`src/rtl/rpn_pkg.sv`:
```
// rpn_pkg: shared types and codes for the reverse Polish stack calculator
// request/response payloads, opcode and status codes, controller command and status
// no dependencies
package rpn_pkg;

	localparam logic [2:0] OP_PUSH = 3'd0;
	localparam logic [2:0] OP_ADD  = 3'd1;
	localparam logic [2:0] OP_SUB  = 3'd2;
	localparam logic [2:0] OP_MUL  = 3'd3;
	localparam logic [2:0] OP_DIV  = 3'd4;
	localparam logic [2:0] OP_SHOW = 3'd5;

	localparam logic [2:0] STS_OK    = 3'd0;
	localparam logic [2:0] STS_FEW   = 3'd1;
	localparam logic [2:0] STS_DIVZ  = 3'd2;
	localparam logic [2:0] STS_EMPTY = 3'd3;
	localparam logic [2:0] STS_FULL  = 3'd4;

	typedef struct packed {
		logic [2:0]         opcode;
		logic signed [31:0] push_value;
	} rpn_req_t;

	typedef struct packed {
		logic [2:0]         status;
		logic signed [31:0] top_value;
		logic [4:0]         depth;
	} rpn_rsp_t;

	typedef struct packed {
		logic       capture;
		logic       push;
		logic       read;
		logic       commit;
		logic       mul_start;
		logic       div_start;
		logic       div_step;
		logic       load_out;
		logic [2:0] status;
	} ctl_cmd_t;

	typedef struct packed {
		logic [2:0] opcode;
		logic       empty;
		logic       few;
		logic       full;
		logic       divisor_zero;
		logic       div_done;
	} ctl_sts_t;

endpackage

```
`src/rtl/rpn_stack_calculator.sv`:
```
// rpn_stack_calculator: reverse Polish stack calculator, signed fixed point, one response
// per request. Push, show and errors go straight from decode to the response register;
// multiply adds one 32x32 multiplier stage; divide runs a restoring divider, one quotient
// bit per cycle over 32+FRAC_BITS bits. One request at a time; the next is taken as soon
// as the response is registered, even while it waits to be taken.
// Reset clears the stack count and control state; stack RAM contents are left as they are.
module rpn_stack_calculator
	import rpn_pkg::*;
#(
	parameter int STACK_DEPTH = 16,
	parameter int FRAC_BITS   = 16
) (
	input  logic     clk,
	input  logic     arst_n,
	input  logic     req_valid,
	output logic     req_stall,
	input  rpn_req_t req,
	output logic     rsp_valid,
	input  logic     rsp_stall,
	output rpn_rsp_t rsp
);

	ctl_cmd_t cmd;
	ctl_sts_t sts;

	rpn_ctrl u_ctrl (
		.clk       (clk),
		.arst_n    (arst_n),
		.req_valid (req_valid),
		.req_stall (req_stall),
		.rsp_valid (rsp_valid),
		.rsp_stall (rsp_stall),
		.sts       (sts),
		.cmd       (cmd)
	);

	rpn_dp #(
		.STACK_DEPTH (STACK_DEPTH),
		.FRAC_BITS   (FRAC_BITS)
	) u_dp (
		.clk    (clk),
		.arst_n (arst_n),
		.req    (req),
		.cmd    (cmd),
		.sts    (sts),
		.rsp    (rsp)
	);

endmodule

```
`src/rtl/rpn_ram.sv`:
```
// rpn_ram: generic single write port, single read port RAM
// registered read data, no reset on contents; no dependencies
module rpn_ram #(
	parameter int WIDTH = 32,
	parameter int DEPTH = 16
) (
	input  logic                     clk,
	input  logic                     we,
	input  logic [$clog2(DEPTH)-1:0] waddr,
	input  logic [WIDTH-1:0]         wdata,
	input  logic                     re,
	input  logic [$clog2(DEPTH)-1:0] raddr,
	output logic [WIDTH-1:0]         rdata
);

	logic [WIDTH-1:0] mem_q [DEPTH];
	logic [WIDTH-1:0] rdata_q;

	always_ff @(posedge clk) begin
		if (we) begin
			mem_q[waddr] <= wdata;
		end
		if (re) begin
			rdata_q <= mem_q[raddr];
		end
	end

	assign rdata = rdata_q;

endmodule

```
`src/rtl/rpn_dp.sv`:
```
// rpn_dp: datapath - stack RAM, cached top entry, count, add/sub, multiplier,
// restoring divider and response register; uses rpn_pkg and rpn_ram
module rpn_dp
	import rpn_pkg::*;
#(
	parameter int STACK_DEPTH = 16,
	parameter int FRAC_BITS   = 16
) (
	input  logic     clk,
	input  logic     arst_n,
	input  rpn_req_t req,
	input  ctl_cmd_t cmd,
	output ctl_sts_t sts,
	output rpn_rsp_t rsp
);

	localparam int AW   = $clog2(STACK_DEPTH);
	localparam int CW0  = $clog2(STACK_DEPTH + 1);
	localparam int CNTW = (CW0 > 5) ? CW0 : 5;
	localparam int NB   = 32 + FRAC_BITS;
	localparam int DCW  = $clog2(NB + 1);

	function automatic logic [31:0] pack_sat(input logic neg, input logic [63:0] mag);
		logic [31:0] r;
		if (neg) begin
			if (mag > 64'h0000_0000_8000_0000) r = 32'h8000_0000;
			else r = 32'd0 - mag[31:0];
		end else begin
			if (mag > 64'h0000_0000_7FFF_FFFF) r = 32'h7FFF_FFFF;
			else r = mag[31:0];
		end
		return r;
	endfunction

	function automatic logic [31:0] sat33(input logic [32:0] s);
		logic [31:0] r;
		if (s[32] != s[31]) r = s[32] ? 32'h8000_0000 : 32'h7FFF_FFFF;
		else r = s[31:0];
		return r;
	endfunction

	function automatic logic [31:0] mag32(input logic [31:0] v);
		return v[31] ? (~v + 32'd1) : v;
	endfunction

	logic [2:0]      op_q;
	logic [31:0]     val_q;
	logic [31:0]     top_q;
	logic [CNTW-1:0] count_q;
	logic [63:0]     prod_q;
	logic            neg_q;
	logic [NB-1:0]   dq_q;
	logic [31:0]     dv_q;
	logic [31:0]     rem_q;
	logic [DCW-1:0]  dcnt_q;
	rpn_rsp_t        rsp_q;

	logic [31:0]     a;
	logic [CNTW-1:0] below;
	logic [32:0]     sum;
	logic [32:0]     diff;
	logic [31:0]     res;
	logic [63:0]     prod;
	logic [32:0]     rem_sh;
	logic            ge;
	logic            we;
	logic [AW-1:0]   waddr;
	logic [31:0]     wdata;

	assign below = count_q - CNTW'(2);

	rpn_ram #(
		.WIDTH (32),
		.DEPTH (STACK_DEPTH)
	) u_ram (
		.clk   (clk),
		.we    (we),
		.waddr (waddr),
		.wdata (wdata),
		.re    (cmd.read),
		.raddr (below[AW-1:0]),
		.rdata (a)
	);

	assign sum  = {a[31], a} + {top_q[31], top_q};
	assign diff = {a[31], a} - {top_q[31], top_q};
	assign prod = 64'(mag32(a)) * 64'(mag32(top_q));

	always_comb begin
		case (op_q)
			OP_ADD:  res = sat33(sum);
			OP_SUB:  res = sat33(diff);
			OP_MUL:  res = pack_sat(neg_q, prod_q >> FRAC_BITS);
			default: res = pack_sat(neg_q, 64'(dq_q));
		endcase
	end

	assign we    = cmd.push | cmd.commit;
	assign waddr = cmd.push ? count_q[AW-1:0] : below[AW-1:0];
	assign wdata = cmd.push ? val_q : res;

	assign rem_sh = {rem_q, dq_q[NB-1]};
	assign ge     = rem_sh >= {1'b0, dv_q};

	always_ff @(posedge clk or negedge arst_n) begin
		if (!arst_n) begin
			count_q <= '0;
		end else if (cmd.push) begin
			count_q <= count_q + CNTW'(1);
		end else if (cmd.commit) begin
			count_q <= count_q - CNTW'(1);
		end
	end

	always_ff @(posedge clk) begin
		if (cmd.capture) begin
			op_q  <= req.opcode;
			val_q <= req.push_value;
		end
		if (cmd.push) begin
			top_q <= val_q;
		end else if (cmd.commit) begin
			top_q <= res;
		end
		if (cmd.mul_start) begin
			prod_q <= prod;
		end
		if (cmd.mul_start || cmd.div_start) begin
			neg_q <= a[31] ^ top_q[31];
		end
		if (cmd.div_start) begin
			dq_q   <= NB'(mag32(a)) << FRAC_BITS;
			dv_q   <= mag32(top_q);
			rem_q  <= '0;
			dcnt_q <= DCW'(NB);
		end else if (cmd.div_step) begin
			rem_q  <= ge ? 32'(rem_sh - {1'b0, dv_q}) : rem_sh[31:0];
			dq_q   <= {dq_q[NB-2:0], ge};
			dcnt_q <= dcnt_q - DCW'(1);
		end
		if (cmd.load_out) begin
			rsp_q.status    <= cmd.status;
			rsp_q.top_value <= (count_q != '0) ? top_q : 32'd0;
			rsp_q.depth     <= count_q[4:0];
		end
	end

	assign sts.opcode       = op_q;
	assign sts.empty        = count_q == '0;
	assign sts.few          = count_q < CNTW'(2);
	assign sts.full         = count_q >= CNTW'(STACK_DEPTH);
	assign sts.divisor_zero = top_q == 32'd0;
	assign sts.div_done     = dcnt_q == '0;

	assign rsp = rsp_q;

endmodule

```
`src/rtl/rpn_ctrl.sv`:
```
// rpn_ctrl: controller state machine, request/response handshake and status code
// drives rpn_dp through ctl_cmd_t; uses rpn_pkg
module rpn_ctrl
	import rpn_pkg::*;
(
	input  logic     clk,
	input  logic     arst_n,
	input  logic     req_valid,
	output logic     req_stall,
	output logic     rsp_valid,
	input  logic     rsp_stall,
	input  ctl_sts_t sts,
	output ctl_cmd_t cmd
);

	typedef enum logic [5:0] {
		S_IDLE   = 6'b000001,
		S_DECODE = 6'b000010,
		S_FETCH  = 6'b000100,
		S_MUL    = 6'b001000,
		S_DIV    = 6'b010000,
		S_OUT    = 6'b100000
	} state_t;

	state_t     state_q, state_d;
	logic [2:0] st_q, st_d;
	logic       rsp_valid_q;

	always_comb begin
		state_d     = state_q;
		st_d        = st_q;
		cmd         = '0;
		cmd.status  = st_q;
		case (state_q)
			S_IDLE: begin
				if (req_valid) begin
					cmd.capture = 1'b1;
					state_d     = S_DECODE;
				end
			end
			S_DECODE: begin
				st_d    = STS_OK;
				state_d = S_OUT;
				case (sts.opcode)
					OP_PUSH: begin
						if (sts.full) st_d = STS_FULL;
						else cmd.push = 1'b1;
					end
					OP_ADD, OP_SUB, OP_MUL: begin
						if (sts.few) begin
							st_d = STS_FEW;
						end else begin
							cmd.read = 1'b1;
							state_d  = S_FETCH;
						end
					end
					OP_DIV: begin
						if (sts.few) begin
							st_d = STS_FEW;
						end else if (sts.divisor_zero) begin
							st_d = STS_DIVZ;
						end else begin
							cmd.read = 1'b1;
							state_d  = S_FETCH;
						end
					end
					OP_SHOW: begin
						if (sts.empty) st_d = STS_EMPTY;
					end
					default: begin
						st_d = STS_OK;
					end
				endcase
			end
			S_FETCH: begin
				case (sts.opcode)
					OP_MUL: begin
						cmd.mul_start = 1'b1;
						state_d       = S_MUL;
					end
					OP_DIV: begin
						cmd.div_start = 1'b1;
						state_d       = S_DIV;
					end
					default: begin
						cmd.commit = 1'b1;
						state_d    = S_OUT;
					end
				endcase
			end
			S_MUL: begin
				cmd.commit = 1'b1;
				state_d    = S_OUT;
			end
			S_DIV: begin
				if (sts.div_done) begin
					cmd.commit = 1'b1;
					state_d    = S_OUT;
				end else begin
					cmd.div_step = 1'b1;
				end
			end
			S_OUT: begin
				if (!rsp_valid_q || !rsp_stall) begin
					cmd.load_out = 1'b1;
					state_d      = S_IDLE;
				end
			end
			default: begin
				state_d = S_IDLE;
			end
		endcase
	end

	always_ff @(posedge clk or negedge arst_n) begin
		if (!arst_n) begin
			state_q     <= S_IDLE;
			st_q        <= STS_OK;
			rsp_valid_q <= 1'b0;
		end else begin
			state_q <= state_d;
			st_q    <= st_d;
			if (cmd.load_out) begin
				rsp_valid_q <= 1'b1;
			end else if (!rsp_stall) begin
				rsp_valid_q <= 1'b0;
			end
		end
	end

	assign req_stall = state_q != S_IDLE;
	assign rsp_valid = rsp_valid_q;

endmodule

```
`config.mk`:
```
export PLATFORM = sky130hd
export DESIGN_NAME = rpn_stack_calculator
export DESIGN_NICKNAME = d
export VERILOG_FILES = /design/src/rtl/rpn_pkg.sv /design/src/rtl/rpn_stack_calculator.sv /design/src/rtl/rpn_ram.sv /design/src/rtl/rpn_dp.sv /design/src/rtl/rpn_ctrl.sv
export SDC_FILE = /design/constraint.sdc
export NUM_CORES = 2
export LEC_CHECK = 0
export ABC_AREA = 1
export BUFFER_PORTS_ARGS = -buffer_cell sky130_fd_sc_hd__buf_2
export CORE_ASPECT_RATIO = 0.8
export CORE_MARGIN = 5
export CORE_UTILIZATION = 30
export DETAILED_ROUTE_END_ITERATION = 10
export PLACE_DENSITY_LB_ADDON = 0.1
export SLEW_MARGIN = 30
export SYNTH_ARGS = -nofsm -noshare
export SYNTH_HDL_FRONTEND = slang
export SYNTH_HIERARCHICAL = 1
export SYNTH_SLANG_ARGS = --single-unit
```
`constraint.sdc`:
```
create_clock -name clk -period 15.9 [get_ports clk]
set_clock_uncertainty 0.05 [all_clocks]
set_input_delay 3.18 -clock clk [delete_from_list [all_inputs] [get_ports clk]]
set_output_delay 3.18 -clock clk [all_outputs]
set_load 0.02 [all_outputs]
```
==> flow_summary.toml <==
[placed_design]
routabilityCongestion = 0.979
port-buffer-count = 80
postPlaceCellArea_sq_um = 83100
place_ws_ns = 4.48
dp_hpwl_mm = 249

[outcome]
status = "complete, no violations"

[yosys]
ys_seq_elements = 833
synth_edf_count = 764
synth_top_flop_cell = "edfxtp_1"
yosysWarnings = 6
syn_inst = 9386
syn-num-nets = 10700
synth-seq-area-share_pct = 31.0
async_flop_share_pct = 1.80
syn_area_per_cell_sq_um = 8.38
syn-cell-area_sq_um = 78700
ys_types = 74

[clock_tree]
cts_tree = "done"
cts_setup_buffers = 0
root_buffer = "clkbuf_16"
path_clk_slew_ns = 0.06
clock_tree.buffer_depth = 3
clock-sinks = 833
cts_hold_buf = 0
cts_resized = 0
cts_buffers = 90
h-tree-depth = 3
worst_skew_pair.late_latency_ns = 0.76

[routing]
antenna_left = 0
firstDrtPassIters = 6
drc = 0
viasPerCell = 4.93
drt_iter0_drc = 7227
post_drt_wl_per_cell_microns = 25.8
num_vias = 63700
finalWirelength_mm = 333

[grt]
antenna_found_initial = 18
grt_use_total_pct = 24.2
grt_start_max_net_pins = 145
grt_pass1_vias = 62100
grt_pass1_wl_mm = 476
grt-ovfl-total = 0

[timing]
fin_crit_ns = 11.80
finalCritPeriodShare_pct = 74.2
hold_viol = 0
grt_setup_unrepaired = "no"
layout_setup_ws_ns = 4.10
fmax_ghz = 0.0848
setup_viol = 0
setup_tns_ns = 0
worst_pin_slew_ns = 1.18
relSlewSlack_pct = 20.8
slew_violations = 0

[die]
start_util_pct = 30.1
fp.dieW_microns = 582
num_rows = 168
die_y_microns = 468
die_area_sq_um = 273000
pin_count = 81
core_sq_um = 261000

[final_layout]
area_growth_pct = 9.35
final_cell_mix = "2218 x nand2_1, 1903 x inv_1, 935 x nor2_1, 899 x fa_1, 764 x edfxtp_1"
mostFrequentLayoutCell = "nand2_1"
utilization_pct = 32.9
nets = 10700
finalInstanceArea_sq_um = 86000
drive_gt1_share_pct = 6.14

[hold_path]
hp-class = "reg -> reg"
min_from = "u_ctrl/st_q[2]"

[run]
maxCapViolCount = 0

[setup_path]
path_common_cell = "fa_1"
end_kind = "flop"
arrival_ns = 12.16
reg2reg_from = "u_dp/top_q[0]"
start_kind = "flop"
cp_slowest_stage_delay_ns = 0.74
critical_path.slowest_cell = "clkinv_1"
startpoint = "u_dp/top_q[0]"
path_class = "reg -> reg"
cp_max_fo = 26
required_ns = 16.26
critical path, delay by kind of cell (launching register included):
kind | cells | cell delay [ns]
DFF | 1 | 0.35
and+or+nand+nor | 10 | 2.29
xor gates and xnor gates | 1 | 0.23
buffers and inverters | 11 | 2.44
adders and majority gates | 10 | 4.66
AOI/OAI and AO/OA | 5 | 1.38
cells in the mapped netlist, drive strengths merged, types with 59 or more instances:
master | number | area (sq um)
nand2 | 2269 | 8650
inv | 1940 | 7290
nor2 | 992 | 3850
fa | 899 | 18000
edfxtp | 764 | 22900
nand3 | 658 | 3340
ha | 367 | 4590
a21oi | 275 | 1390
o21ai | 218 | 1100
buf | 215 | 1330
xor2 | 142 | 1290
clkbuf | 141 | 531
nor3 | 74 | 380
nand4 | 59 | 390
metal layers:
layer | vias up | track usage (%) | share of wire (%)
met5 | - | 0 | 0.0039
met4 | 2 | 4.09 | 1.8
met3 | 257 | 6.36 | 9.8
met2 | 2534 | 31.4 | 37
met1 | 32100 | 39.6 | 51
li1 | 28800 | - | -
cells by family after synthesis:
kind of cell,Yosys count,share of synthesized area (%)
simple gates,4115,21.7
compound gates,678,4.86
flops,833,31.0
fa+ha+maj,1266,28.7
buf+inv,2323,11.8
xor+xnor,171,1.97
metrics by stage:
stage,std cells,hold WS [ns]
final,12900,0.404
after global routing,12900,0.426
after CTS,12900,0.407
after detailed placement,12800,0.391
after global placement,12800,0.388
after floorplan,9386,0.375
state kept, by name, summed over array words and instances, names as in the netlist:
| signal | flops |
|---|---|
| u_dp/u_ram/mem_q | 512 |
| u_ctrl/st_q | 3 |
| u_dp/dq_q | 48 |
| u_dp/val_q | 32 |
| u_dp/dv_q | 32 |
| u_dp/prod_q | 48 |
| u_dp/op_q | 3 |
| u_dp/top_q | 32 |
| u_dp/rsp | 40 |
| u_dp/count_q | 5 |
| u_dp/neg_q | 1 |
| u_dp/rem_q | 32 |
| u_dp/u_ram/rdata | 32 |
| u_ctrl/rsp_valid | 1 |
| u_ctrl/state_q | 6 |
| u_dp/dcnt_q | 6 |
final cells by class:
class                      count  area [sq um]
sequential                   833         24400
fill                       27700        175000
clock buffer                 111          2350
clock inverter                53           505
inverter                    1967          7400
antenna                        5          12.5
timing repair buffer         242          1650
multi-input combinational   6230         45300
tap                         3485          4360
path summary, 6_finish.rpt:
check,cells past startpoint,end,slack (ns)
min in group asynchronous,1,u_ctrl/rsp_valid,2.32
hold / removal,0,u_dp/rsp[39],0.40
setup / recovery,37,u_dp/prod_q[52],4.10
hold reg to reg,0,u_dp/rsp[39],0.40
max in group asynchronous,1,u_ctrl/state_q[0],13.17
setup reg to reg,37,u_dp/prod_q[52],4.10
Power is not shown: default switching activity piles up to over one toggle a cycle in this logic, so the estimate is an artifact.
